$ cat src/sv/assert_macros.svh
// Assertion macros shared by the RTL files that carry checks.
`ifndef ASSERT_MACROS_SVH
`define ASSERT_MACROS_SVH

// Same-cycle implication, checked at every rising clock edge outside reset.
`define ASSERT_NOW(label, clk, rst_n, ante, cons) \
	label: assert property (@(posedge clk) disable iff (!rst_n) (ante) |-> (cons)) \
		else $error("same-cycle check failed");

// Next-cycle implication, checked at every rising clock edge outside reset.
`define ASSERT_NEXT(label, clk, rst_n, ante, cons) \
	label: assert property (@(posedge clk) disable iff (!rst_n) (ante) |=> (cons)) \
		else $error("next-cycle check failed");

`endif

$ cat src/sv/ble_pkg.sv
// Package with the transaction types and request and status codes of the list engine.
package ble_pkg;

	// Request codes.
	localparam logic [2:0] REQ_PUSH_FRONT = 3'd0;
	localparam logic [2:0] REQ_POP_FRONT  = 3'd1;
	localparam logic [2:0] REQ_PUSH_BACK  = 3'd2;
	localparam logic [2:0] REQ_POP_BACK   = 3'd3;
	localparam logic [2:0] REQ_DUMP       = 3'd4;
	localparam logic [2:0] REQ_INSERT     = 3'd5;

	// Status codes.
	localparam logic [1:0] ST_OK    = 2'd0;
	localparam logic [1:0] ST_EMPTY = 2'd1;
	localparam logic [1:0] ST_POS   = 2'd2;
	localparam logic [1:0] ST_FULL  = 2'd3;

	// Data word width.
	localparam int DataW = 32;

	typedef struct packed {
		logic [2:0]              req_type;
		logic signed [DataW-1:0] value;
		logic [4:0]              position;
	} req_t;

	typedef struct packed {
		logic [1:0]              status;
		logic signed [DataW-1:0] data_out;
		logic                    last;
	} rsp_t;

endpackage

$ cat src/sv/ble_ram.sv
// Generic simple dual-port RAM with one write port and a registered, enabled read port.
module ble_ram #(
	parameter int Width = 32,
	parameter int Depth = 16
) (
	input  logic                     clk,
	input  logic                     we,
	input  logic [$clog2(Depth)-1:0] waddr,
	input  logic [Width-1:0]         wdata,
	input  logic                     re,
	input  logic [$clog2(Depth)-1:0] raddr,
	output logic [Width-1:0]         rdata
);
	logic [Width-1:0] mem_q [Depth];

	// Write port, and a read port whose data holds while no read is issued.
	always_ff @(posedge clk) begin
		if (we) begin
			mem_q[waddr] <= wdata;
		end
		if (re) begin
			rdata <= mem_q[raddr];
		end
	end
endmodule

$ cat src/sv/bounded_list_engine_top.sv
// Bounded list engine: deque with positional insert, state held in one ring-buffer RAM.
// Requests are decoded in S_DEC; pushes and refusals respond from S_RESP, pops from S_POPW.
// An insert that shifts entries from logical index k moves them one place on in S_SHF, then
// writes in S_INS and responds from S_RESP; a tail insert skips S_SHF. Dump reads each
// element in S_DRD and loads it in S_DWT once the response slot is free. A new request is
// taken after the last response is loaded. Active-low async reset empties the list and idles.
`include "assert_macros.svh"

module bounded_list_engine_top #(
	parameter int DEPTH = 16
) (
	input  logic          clk,
	input  logic          arst_n,
	input  logic          req_valid,
	output logic          req_ready,
	input  ble_pkg::req_t req,
	output logic          rsp_valid,
	input  logic          rsp_ready,
	output ble_pkg::rsp_t rsp
);
	import ble_pkg::*;

	localparam int AW = (DEPTH > 1) ? $clog2(DEPTH) : 1;
	localparam int CW = $clog2(DEPTH + 1);
	localparam int EW = ((CW > 5) ? CW : 5) + 1;

	typedef enum logic [2:0] {
		S_IDLE, S_DEC, S_SHF, S_INS, S_DRD, S_DWT, S_POPW, S_RESP
	} state_t;

	state_t                  state_q;
	logic [AW-1:0]           hd_q;
	logic [CW-1:0]           cnt_q;
	logic [2:0]              type_q;
	logic [DataW-1:0]        val_q;
	logic [4:0]              pos_q;
	logic [AW-1:0]           k_q;
	logic [AW-1:0]           cur_q;
	logic                    rd_more_q;
	logic                    pend_s1;
	logic [AW-1:0]           widx_s1;
	logic [1:0]              st_q;
	logic                    rsp_valid_q;
	rsp_t                    rsp_q;

	logic                    we;
	logic [AW-1:0]           waddr;
	logic [DataW-1:0]        wdata;
	logic                    re;
	logic [AW-1:0]           raddr;
	logic [DataW-1:0]        rdata;

	logic                    full;
	logic                    empty;
	logic                    slot_free;
	logic                    rsp_load;
	logic [AW-1:0]           hd_dec;
	logic [AW-1:0]           hd_inc;
	logic [AW-1:0]           tail_idx;
	logic [AW-1:0]           last_idx;
	logic [EW-1:0]           pos_ext;
	logic [EW-1:0]           cnt_p1;
	logic [EW-1:0]           k_ext;

	// Maps a logical list index to a RAM address around the ring.
	function automatic logic [AW-1:0] phys(input logic [AW-1:0] hd, input logic [AW-1:0] l);
		logic [AW:0] s;
		s = {1'b0, hd} + {1'b0, l};
		if (s >= (AW+1)'(DEPTH)) begin
			s = s - (AW+1)'(DEPTH);
		end
		return s[AW-1:0];
	endfunction

	ble_ram #(
		.Width(DataW),
		.Depth(DEPTH)
	) u_ram (
		.clk  (clk),
		.we   (we),
		.waddr(waddr),
		.wdata(wdata),
		.re   (re),
		.raddr(raddr),
		.rdata(rdata)
	);

	// Status of the list and helper indexes.
	assign full      = (cnt_q == CW'(DEPTH));
	assign empty     = (cnt_q == '0);
	assign slot_free = !rsp_valid_q || rsp_ready;
	assign hd_dec    = (hd_q == '0) ? AW'(DEPTH - 1) : hd_q - 1'b1;
	assign hd_inc    = (hd_q == AW'(DEPTH - 1)) ? '0 : hd_q + 1'b1;
	assign tail_idx  = AW'(cnt_q);
	assign last_idx  = AW'(cnt_q - 1'b1);
	assign pos_ext   = EW'(pos_q);
	assign cnt_p1    = EW'(cnt_q) + 1'b1;
	assign k_ext     = pos_ext - 1'b1;

	// A response is loaded in this cycle when a responding state finds the slot free.
	assign rsp_load  = slot_free &&
	                   (state_q == S_DWT || state_q == S_POPW || state_q == S_RESP);

	assign req_ready = (state_q == S_IDLE);
	assign rsp_valid = rsp_valid_q;
	assign rsp       = rsp_q;

	// RAM port control for each state.
	always_comb begin
		we    = 1'b0;
		waddr = phys(hd_q, k_q);
		wdata = val_q;
		re    = 1'b0;
		raddr = phys(hd_q, cur_q);
		unique case (state_q)
			S_DEC: begin
				if (!full && type_q == REQ_PUSH_FRONT) begin
					we    = 1'b1;
					waddr = hd_dec;
				end else if (!full && type_q == REQ_PUSH_BACK) begin
					we    = 1'b1;
					waddr = phys(hd_q, tail_idx);
				end else if (!empty && type_q == REQ_POP_FRONT) begin
					re    = 1'b1;
					raddr = hd_q;
				end else if (!empty && type_q == REQ_POP_BACK) begin
					re    = 1'b1;
					raddr = phys(hd_q, last_idx);
				end
			end
			S_SHF: begin
				re = rd_more_q;
				if (pend_s1) begin
					we    = 1'b1;
					waddr = phys(hd_q, widx_s1);
					wdata = rdata;
				end
			end
			S_INS: begin
				we = 1'b1;
			end
			S_DRD: begin
				re = 1'b1;
			end
			default: begin
			end
		endcase
	end

	// Sequencer with the list pointers and the response register.
	always_ff @(posedge clk or negedge arst_n) begin
		if (!arst_n) begin
			state_q     <= S_IDLE;
			hd_q        <= '0;
			cnt_q       <= '0;
			rd_more_q   <= 1'b0;
			pend_s1     <= 1'b0;
			rsp_valid_q <= 1'b0;
			type_q      <= '0;
			st_q        <= ST_OK;
			k_q         <= '0;
			cur_q       <= '0;
		end else begin
			if (rsp_ready && !rsp_load) begin
				rsp_valid_q <= 1'b0;
			end
			unique case (state_q)
				S_IDLE: begin
					if (req_valid) begin
						type_q  <= req.req_type;
						val_q   <= req.value;
						pos_q   <= req.position;
						state_q <= S_DEC;
					end
				end
				S_DEC: begin
					unique case (type_q)
						REQ_PUSH_FRONT, REQ_PUSH_BACK: begin
							state_q <= S_RESP;
							if (full) begin
								st_q <= ST_FULL;
							end else begin
								st_q  <= ST_OK;
								cnt_q <= cnt_q + 1'b1;
								if (type_q == REQ_PUSH_FRONT) begin
									hd_q <= hd_dec;
								end
							end
						end
						REQ_POP_FRONT, REQ_POP_BACK: begin
							if (empty) begin
								st_q    <= ST_EMPTY;
								state_q <= S_RESP;
							end else begin
								cnt_q   <= cnt_q - 1'b1;
								state_q <= S_POPW;
								if (type_q == REQ_POP_FRONT) begin
									hd_q <= hd_inc;
								end
							end
						end
						REQ_DUMP: begin
							if (empty) begin
								st_q    <= ST_EMPTY;
								state_q <= S_RESP;
							end else begin
								cur_q   <= '0;
								state_q <= S_DRD;
							end
						end
						REQ_INSERT: begin
							if (empty) begin
								st_q    <= ST_EMPTY;
								state_q <= S_RESP;
							end else if (pos_q == '0 || pos_ext > cnt_p1) begin
								st_q    <= ST_POS;
								state_q <= S_RESP;
							end else if (full) begin
								st_q    <= ST_FULL;
								state_q <= S_RESP;
							end else begin
								k_q <= AW'(k_ext);
								if (pos_ext == cnt_p1) begin
									state_q <= S_INS;
								end else begin
									cur_q     <= last_idx;
									rd_more_q <= 1'b1;
									state_q   <= S_SHF;
								end
							end
						end
						default: begin
							state_q <= S_IDLE;
						end
					endcase
				end
				S_SHF: begin
					// Read entry cur, then write it one place further on in the next cycle.
					pend_s1 <= rd_more_q;
					if (rd_more_q) begin
						widx_s1 <= cur_q + 1'b1;
						if (cur_q == k_q) begin
							rd_more_q <= 1'b0;
						end else begin
							cur_q <= cur_q - 1'b1;
						end
					end else if (pend_s1) begin
						state_q <= S_INS;
					end
				end
				S_INS: begin
					cnt_q   <= cnt_q + 1'b1;
					st_q    <= ST_OK;
					state_q <= S_RESP;
				end
				S_DRD: begin
					state_q <= S_DWT;
				end
				S_DWT: begin
					if (slot_free) begin
						rsp_valid_q   <= 1'b1;
						rsp_q.status  <= ST_OK;
						rsp_q.data_out <= rdata;
						rsp_q.last    <= (cur_q == last_idx);
						if (cur_q == last_idx) begin
							state_q <= S_IDLE;
						end else begin
							cur_q   <= cur_q + 1'b1;
							state_q <= S_DRD;
						end
					end
				end
				S_POPW: begin
					if (slot_free) begin
						rsp_valid_q    <= 1'b1;
						rsp_q.status   <= ST_OK;
						rsp_q.data_out <= rdata;
						rsp_q.last     <= 1'b1;
						state_q        <= S_IDLE;
					end
				end
				S_RESP: begin
					if (slot_free) begin
						rsp_valid_q    <= 1'b1;
						rsp_q.status   <= st_q;
						rsp_q.data_out <= '0;
						rsp_q.last     <= 1'b1;
						state_q        <= S_IDLE;
					end
				end
				default: begin
					state_q <= S_IDLE;
				end
			endcase
		end
	end

	// The count never passes the capacity.
	`ASSERT_NOW(a_cnt_bound, clk, arst_n, 1'b1, cnt_q <= CW'(DEPTH))
	// A successful pop shrinks the list by exactly one entry.
	`ASSERT_NEXT(a_pop_dec, clk, arst_n, state_q == S_DEC && !empty && (type_q == REQ_POP_FRONT || type_q == REQ_POP_BACK), cnt_q == $past(cnt_q) - 1'b1)
	// While a shift overlaps reads and writes, they never touch the same entry.
	`ASSERT_NOW(a_no_rw_clash, clk, arst_n, we && re, waddr != raddr)
	// A dump never modifies the stored list.
	`ASSERT_NOW(a_dump_ro, clk, arst_n, state_q == S_DRD || state_q == S_DWT, !we)
endmodule
$ cat config.mk
export PLATFORM = sky130hd
export DESIGN_NAME = bounded_list_engine_top
export DESIGN_NICKNAME = d
export VERILOG_FILES = /design/src/sv/ble_pkg.sv /design/src/sv/ble_ram.sv /design/src/sv/bounded_list_engine_top.sv
export VERILOG_INCLUDE_DIRS = /design/src /design/src/sv
export SDC_FILE = /design/constraint.sdc
export NUM_CORES = 1
export LEC_CHECK = 0
export ABC_AREA = 1
export BUFFER_PORTS_ARGS = -buffer_cell sky130_fd_sc_hd__buf_2
export CAP_MARGIN = 30
export CORE_UTILIZATION = 40
export CTS_CLUSTER_DIAMETER = 100
export DETAILED_ROUTE_END_ITERATION = 16
export GPL_TIMING_DRIVEN = 0
export PLACE_DENSITY = 0.64
export SLEW_MARGIN = 30
export SYNTH_ARGS = -nofsm -noshare
export SYNTH_HDL_FRONTEND = slang
export SYNTH_SLANG_ARGS = --single-unit
$ cat constraint.sdc
create_clock -name clk -period 4.6 [get_ports clk]
set_clock_uncertainty 0.2 [all_clocks]
set_input_delay 0.92 -clock clk [delete_from_list [all_inputs] [get_ports clk]]
set_output_delay 0.92 -clock clk [all_outputs]
set_load 0.01 [all_outputs]
==> summary.md, run 1 <==
| Metric | Value |
|---|---|
| Path depth of the worst reg2reg path | `11` |
| Share of cells above drive strength 1 | `between 10 and 15%` |
| Final Hold Viols | `0` |
| 1st-iter DRT viols | `approximately 2,200` |
| CP arrival | `~4500 ps` |
| Drt wl/cell | `between 20 and 25 um` |
| Relative slew margins | `between 30% and 40%` |
| Clock sinks | `648` |
| Seq cells post-synth | `approximately 650` |
| Fmax | `around 230 MHz` |
| Die Wd | `272 um` |
| Num CTS Buffers | `between 70 and 80` |
| GPL Wtd Cong | `about 0.91` |
| H-tree levels | `3` |
| Pwr dens | `roughly 800 nW/um2` |
| Die area | `74,000 um2` |
| Post-route setup TNS | `0 ps` |
| Top FF cell, synth | `edfxtp_1` |
| Setup crit start kind | `flop` |
| Port buffer count | `80` |
| Hold/Removal Path Class | `in -> async` |
| Synth cell types | `43` |
| Core Rows | `98` |
| Final period util | `between 90% and 100%` |
| Post-Syn Area per Cell | `10.5 um2` |
| Leak | `between 10 and 15 nW` |
| Tot GR Track Use | `around 22%` |
| Vias in the first global route | `19,900` |
| Post-Place Cells | `around 3,900` |
| Min Hold Slack | `between 100 and 150 ps` |
| Placed instance area | `roughly 32,000 um2` |
| DRT Pass-1 Iters | `5` |
| Unrepaired setup endpoints after global routing | `false` |
| Via density | `about 5.2` |
| DR vias | `between 20,000 and 25,000` |
| Number of synthesized flops with an enable pin | `just over 600` |
| Max_cap viols | `0` |
| Synthesized net count | `roughly 2,900` |
| Cells after synthesis | `roughly 2,800` |
| Largest net degree at the start of global routing | `31` |
| Register area share after synthesis | `roughly two thirds` |
| Maximum vdd drop | `0.000671 V` |
| Post-CTS setup buffer count | `0` |
| Filler cells | `around 6,500` |
| Vert. Die Dim | `between 200 and 300 um` |
| Min Tclk post-route | `around 4400 ps` |
| Non-Filler Instances | `between 3,000 and 4,000` |
| Post_cts resized | `0` |
| Layout Nets | `just over 3,000` |
| I/O Pins | `just over 80` |
| CTS tree | `built` |
| Antenna violations before repair | `2` |
| Hold_buf cts | `0` |
| Core area | `roughly 72,000 um2` |
| Post-DP HPWL | `56.3 mm` |
| Clk buf depth | `3` |
| CP required | `~4700 ps` |
| Root buffer cell | `clkbuf_16` |
| Final setup violation count | `0` |
| Clk slew on worst S/H paths | `about 60 ps` |
| CP Capture Type | `flop` |
| Ys Warns | `0` |
| Post-route cell area | `34,000 um2` |
| Type of the worst setup path | `reg -> reg` |
| Final ANT Viol Nets | `0` |
| Final Max Tran Viols | `0` |
| CP startpoint | `state_q[2]` |
| Area growth syn-to-layout | `16.7%` |
| R2R Path Start | `state_q[2]` |
| First-pass GRT wire length | `between 100 and 150 mm` |
| Drt total wl | `between 80 and 90 mm` |
| Async SR Flop Fraction | `under 10%` |
| Outcome | `completed` |
| Worst skew pair latency | `roughly 630 ps` |
| Worst Max-Slew Pin Slew | `just under 1000 ps` |
| Worst Path Max Fanout | `18` |
| Overflow after GRT | `0` |
| Critical R2R Capture | `u_ram.mem_q[6][15]` |
| Residual DRC count | `0` |
| Post-Syn Area | `29,200 um2` |
| R2r setup slk | `around 190 ps` |
| Starting Density | `roughly two fifths` |
## worst max path at each step
stage / to / slack [ps] / depth (start not counted)
detailed placement: u_ram.mem_q[2][13] / 320 / 11
floorplan: u_ram.mem_q[0][0] / 720 / 10
global placement: u_ram.mem_q[7][14] / -1640 / 10
finish: u_ram.mem_q[6][15] / 190 / 11
CTS: u_ram.mem_q[2][13] / 270 / 11
global route: u_ram.mem_q[2][14] / 90 / 11
## area by class of cell
cell class | instances | area (um2) | share of cell area [%]
well taps | 950 | 1190 | 3.49
clock buffers | 90 | 1870 | 5.49
inverters | 362 | 1360 | 4.00
clock inverters | 39 | 395 | 1.16
diodes | 1 | 2.50 | 0.00735
multi-input cells | 1629 | 7770 | 22.8
repair buffers | 119 | 1280 | 3.76
plain buffers | 148 | 843 | 2.48
flip-flops and latches | 648 | 19300 | 56.8
## stage by stage
stage	total power, mW	utilization [%]	setup slack [ps]
detailed placement	21.3	44.2	322
floorplan	16.4	-	723
global placement	20.9	42.8	-1640
finish	27.0	47.4	187
CTS	26.9	47.4	275
global route	28.6	47.4	91.5
## kinds of logic (layout without fill, tap and decap cells)
family	Yosys count	count (layout)	share of synthesized area [%]
AOI/OAI and AO/OA	85	85	1.67
adders and majority gates	34	34	1.59
and+or+nand+nor	1481	1481	22.1
other	0	1	0
buffers and inverters	510	758	7.55
DFF	648	648	66.3
xor gates and xnor gates	29	29	0.871
## sequential cells by signal, summed over array words and instances, names as in the netlist
name	cells
u_ram.mem_q	512
rsp	35
u_ram.rdata	32
val_q	32
cnt_q	5
pos_q	5
cur_q	4
hd_q	4
k_q	4
widx_s1	4
state_q	3
type_q	3
st_q	2
pend_s1	1
rd_more_q	1
rsp_valid	1
## placed cells by master, fill, tap and decap left out, types with 3 or more instances in the layout
| cell | count |
|---|---|
| nor3_1 | 3 |
| o211ai_1 | 7 |
| a22oi_1 | 5 |
| inv_2 | 5 |
| nor2_2 | 3 |
| clkbuf_2 | 3 |
| clkbuf_1 | 34 |
| clkinvlp_4 | 3 |
| buf_6 | 12 |
| nand3_1 | 605 |
| clkbuf_16 | 72 |
| edfxtp_1 | 620 |
| o21ai_0 | 40 |
| nor2_4 | 19 |
| clkinv_2 | 9 |
| nand4_1 | 8 |
| buf_4 | 22 |
| ha_1 | 29 |
| xnor2_1 | 10 |
| nand2_2 | 5 |
| nand2_1 | 788 |
| fa_1 | 5 |
| o22ai_1 | 3 |
| bufinv_16 | 6 |
| dfrtp_1 | 28 |
| clkinv_1 | 14 |
| buf_2 | 180 |
| nor2_1 | 41 |
| buf_16 | 28 |
| xor2_1 | 19 |
| a21oi_1 | 19 |
| nand2_4 | 3 |
| clkinv_8 | 3 |
| inv_1 | 356 |
## worst max-delay path, cell delays in order (launching register included)
cell and delay, ps:
dfrtp_1 370, buf_2 160, nor2_1 200, nand2_2 160, nor2_2 760, inv_2 440, o211ai_1 340, inv_1 100
nor2_1 160, nand2_1 270, nor2_4 620, buf_12 270
## synthesized netlist by cell type, drive strengths merged (2+ instances only)
cell    number  area (um2)
o21ai       42         214
edfxtp     620       18600
ha          29         363
nor2        64         272
xor2        19         166
o221ai       2        17.5
xnor2       10        87.6
buf        129         768
clkbuf      19        71.3
or2          2        12.5
fa           5         100
nor3         3        15.0
inv        362        1360
nand2      796        3020
o211ai       7        52.6
dfrtp       28         701
a21oi       19        95.1
a22oi        5        37.5
nand3      607        3060
o22ai        3        18.8
nand4        8        50.1
## per-layer routing
layer	track usage [%]	routed length, um
met5	0	0
met4	9.30	3320
met3	4.38	7080
met2	34.6	37400
met1	30.1	34400
## power breakdown
part           internal [mW]  switching [mW]  total (mW)
Combinational           4.01            9.59        13.6
Sequential              7.53           0.288        7.82
Clock                   3.24            2.36        5.60
No activity file was read; power rests on OpenSTA's default activity.
==> run 2, diff against run 1 <==
Settings changed: CELL_PAD_IN_SITES_DETAIL_PLACEMENT set to 0, CELL_PAD_IN_SITES_GLOBAL_PLACEMENT set to 1, CORE_UTILIZATION 40 to 50, PLACE_DENSITY 0.64 to 0.89, SKIP_CTS_REPAIR_TIMING set to 1.
==> run 2 against run 1 <==
  * Via count rose by 2.8%
  * Sequential power barely moved
  * Flip-flop and latch count did not move
  * Hold slack improved by 20 ps
  * Power fell by 0.45%
  * Count of clock-buffer cells in the layout fell by 2
==> summary.md, run 2 (same netlist as run 1, synthesis figures left out) <==
| Metric | Value |
|---|---|
| Residual DRC count | `0` |
| Worst Max-Slew Pin Slew | `970 ps` |
| Clk buf depth | `3` |
| Vert. Die Dim | `around 240 um` |
| Top reg by flops | `u_ram.mem_q` |
| Non-Filler Instances | `around 3,800` |
| Clock sinks | `between 600 and 700` |
| CP required | `approximately 4700 ps` |
| Num CTS Buffers | `69` |
| Layout Nets | `around 3,100` |
| Die Wd | `between 200 and 250 um` |
| H-tree levels | `3` |
| Port buffer count | `80` |
| Crit-path max cell delay | `around 500 ps` |
| CP Capture Type | `flop` |
| Die area | `59,300 um2` |
| Post-DP HPWL | `approximately 56 mm` |
| Tot GR Track Use | `27.8%` |
| Relative slew margins | `around a third` |
| Clk slew on worst S/H paths | `around 60 ps` |
| Leak | `roughly 14 nW` |
| First-pass GRT wire length | `123 mm` |
| DRT Pass-1 Iters | `6` |
| Worst Path Max Fanout | `10` |
| Antenna violations before repair | `1` |
| 1st-iter DRT viols | `2,487` |
| I/O Pins | `81` |
| # diodes | `0` |
| Dpl ws | `roughly 380 ps` |
| Path depth of the worst reg2reg path | `13` |
| Number of flip-flops in the largest register | `around 500` |
| Most common cell after layout, fill and taps aside | `nand2_1` |
| Post-Place Cells | `3,672` |
| Final Max Tran Viols | `0` |
| Core Rows | `88` |
| DR vias | `~21,000` |
| Final Hold Viols | `0` |
| Overflow after GRT | `0` |
| Drt total wl | `just over 80 mm` |
| Overall Power | `around 27 mW` |
| Final setup violation count | `0` |
| Pwr dens | `between 700 and 800 nW/um2` |
| Vias in the first global route | `20,700` |
| Setup crit start kind | `flop` |
| Outcome | `completed` |
| Maximum vdd drop | `~0.00045 V` |
| Fmax | `between 200 and 250 MHz` |
| CP arrival | `between 4000 and 5000 ps` |
| Share of cells above drive strength 1 | `approximately 13%` |
| Final Util | `about three fifths` |
| Max_cap viols | `0` |
| Hold/Removal Path Class | `in -> async` |
| Unrepaired setup endpoints after global routing | `false` |
| GPL Wtd Cong | `approximately 0.9` |
| Slowest cell on the critical path | `dfrtp_1` |
| Min Tclk post-route | `4370 ps` |
| Area growth syn-to-layout | `15.8%` |
| Drt wl/cell | `between 20 and 25 um` |
| PnR worst setup slack | `227 ps` |
| Root buffer cell | `clkbuf_16` |
| Core area | `roughly 58,000 um2` |
| Largest net degree at the start of global routing | `31` |
| CTS tree | `built` |
| Worst skew pair latency | `610 ps` |
| Type of the worst setup path | `reg -> reg` |
| CP Cell Sequence | `inv_1 -> ha_1 -> xor2_1 -> ha_1 -> a21oi_1 -> nand2_1 -> xor2_1 -> nor2_1 -> o21ai_2 -> inv_1 -> buf_2 -> nand3_1 -> nand2_1` |
| Most frequent cells in the layout | `nand2_1 (788), edfxtp_1 (620), nand3_1 (605)` |
| Starting Density | `roughly 50%` |
| Final period util | `a little over nine tenths` |
| Post-route setup TNS | `0 ps` |
| Final ANT Viol Nets | `0` |
| Via density | `around 5.6` |
[run 2: changes by cell type in the layout (fill, tap and decap cells not counted), sizes merged]
cell,previous run,this run
diode,1,0
buf,248,249
inv,365,364
clkbuf,109,107
clkinv,27,24
bufinv,6,5
[run 2: final timing paths]
check	start	endpoint	slack [ps]
min in group clk	pos_q[0]	k_q[0]	270
max in group asynchronous	arst_n	state_q[1]	3560
min reg2reg	pos_q[0]	k_q[0]	270
max reg2reg	cnt_q[0]	u_ram.rdata[19]	230
min	arst_n	hd_q[2]	160
max	cnt_q[0]	u_ram.rdata[19]	230
[run 2: area by class of cell]
class                   instances  area (um2)
clock inverters                34         319
plain buffers                 148         843
inverters                     362        1360
multi-input cells            1629        7770
fillers                      4634       23900
repair buffers                120        1320
well taps                     765         957
clock buffers                  88        1860
flip-flops and latches        648       19300
[run 2: power by group]
| group | switching [mW] | total [mW] | internal (mW) |
|---|---|---|---|
| clock network | 2.27 | 5.42 | 3.15 |
| logic | 9.65 | 13.7 | 4.01 |
| registers | 0.284 | 7.82 | 7.53 |
| total | 12.2 | 26.9 | 14.7 |
[run 2: per-stage QoR]
| step | hold slack [ps] | area, um2 |
|---|---|---|
| after floorplan | 241 | 29200 |
| after global placement | 252 | 30500 |
| after detailed placement | 281 | 31600 |
| after CTS | 176 | 33800 |
| after global routing | 228 | 33800 |
| final | 162 | 33800 |
[run 2: metal layers]
layer | share of wire [%] | vias up | global-route usage [%]
met1 | 40 | 10300 | 36.9
li1 | - | 9747 | -
met2 | 47 | 1098 | 45.2
met3 | 9.5 | 183 | 5.03
met5 | 0.018 | - | 0
met4 | 3.4 | 2 | 11.2
[run 2: worst max-delay path, delay by kind of cell (launching register included)]
| kind | cells | cell delay [ps] |
|---|---|---|
| xor gates and xnor gates | 2 | 640 |
| DFF | 1 | 500 |
| AOI/OAI and AO/OA | 2 | 660 |
| buffers and inverters | 3 | 930 |
| adders and majority gates | 2 | 730 |
| and+or+nand+nor | 4 | 430 |
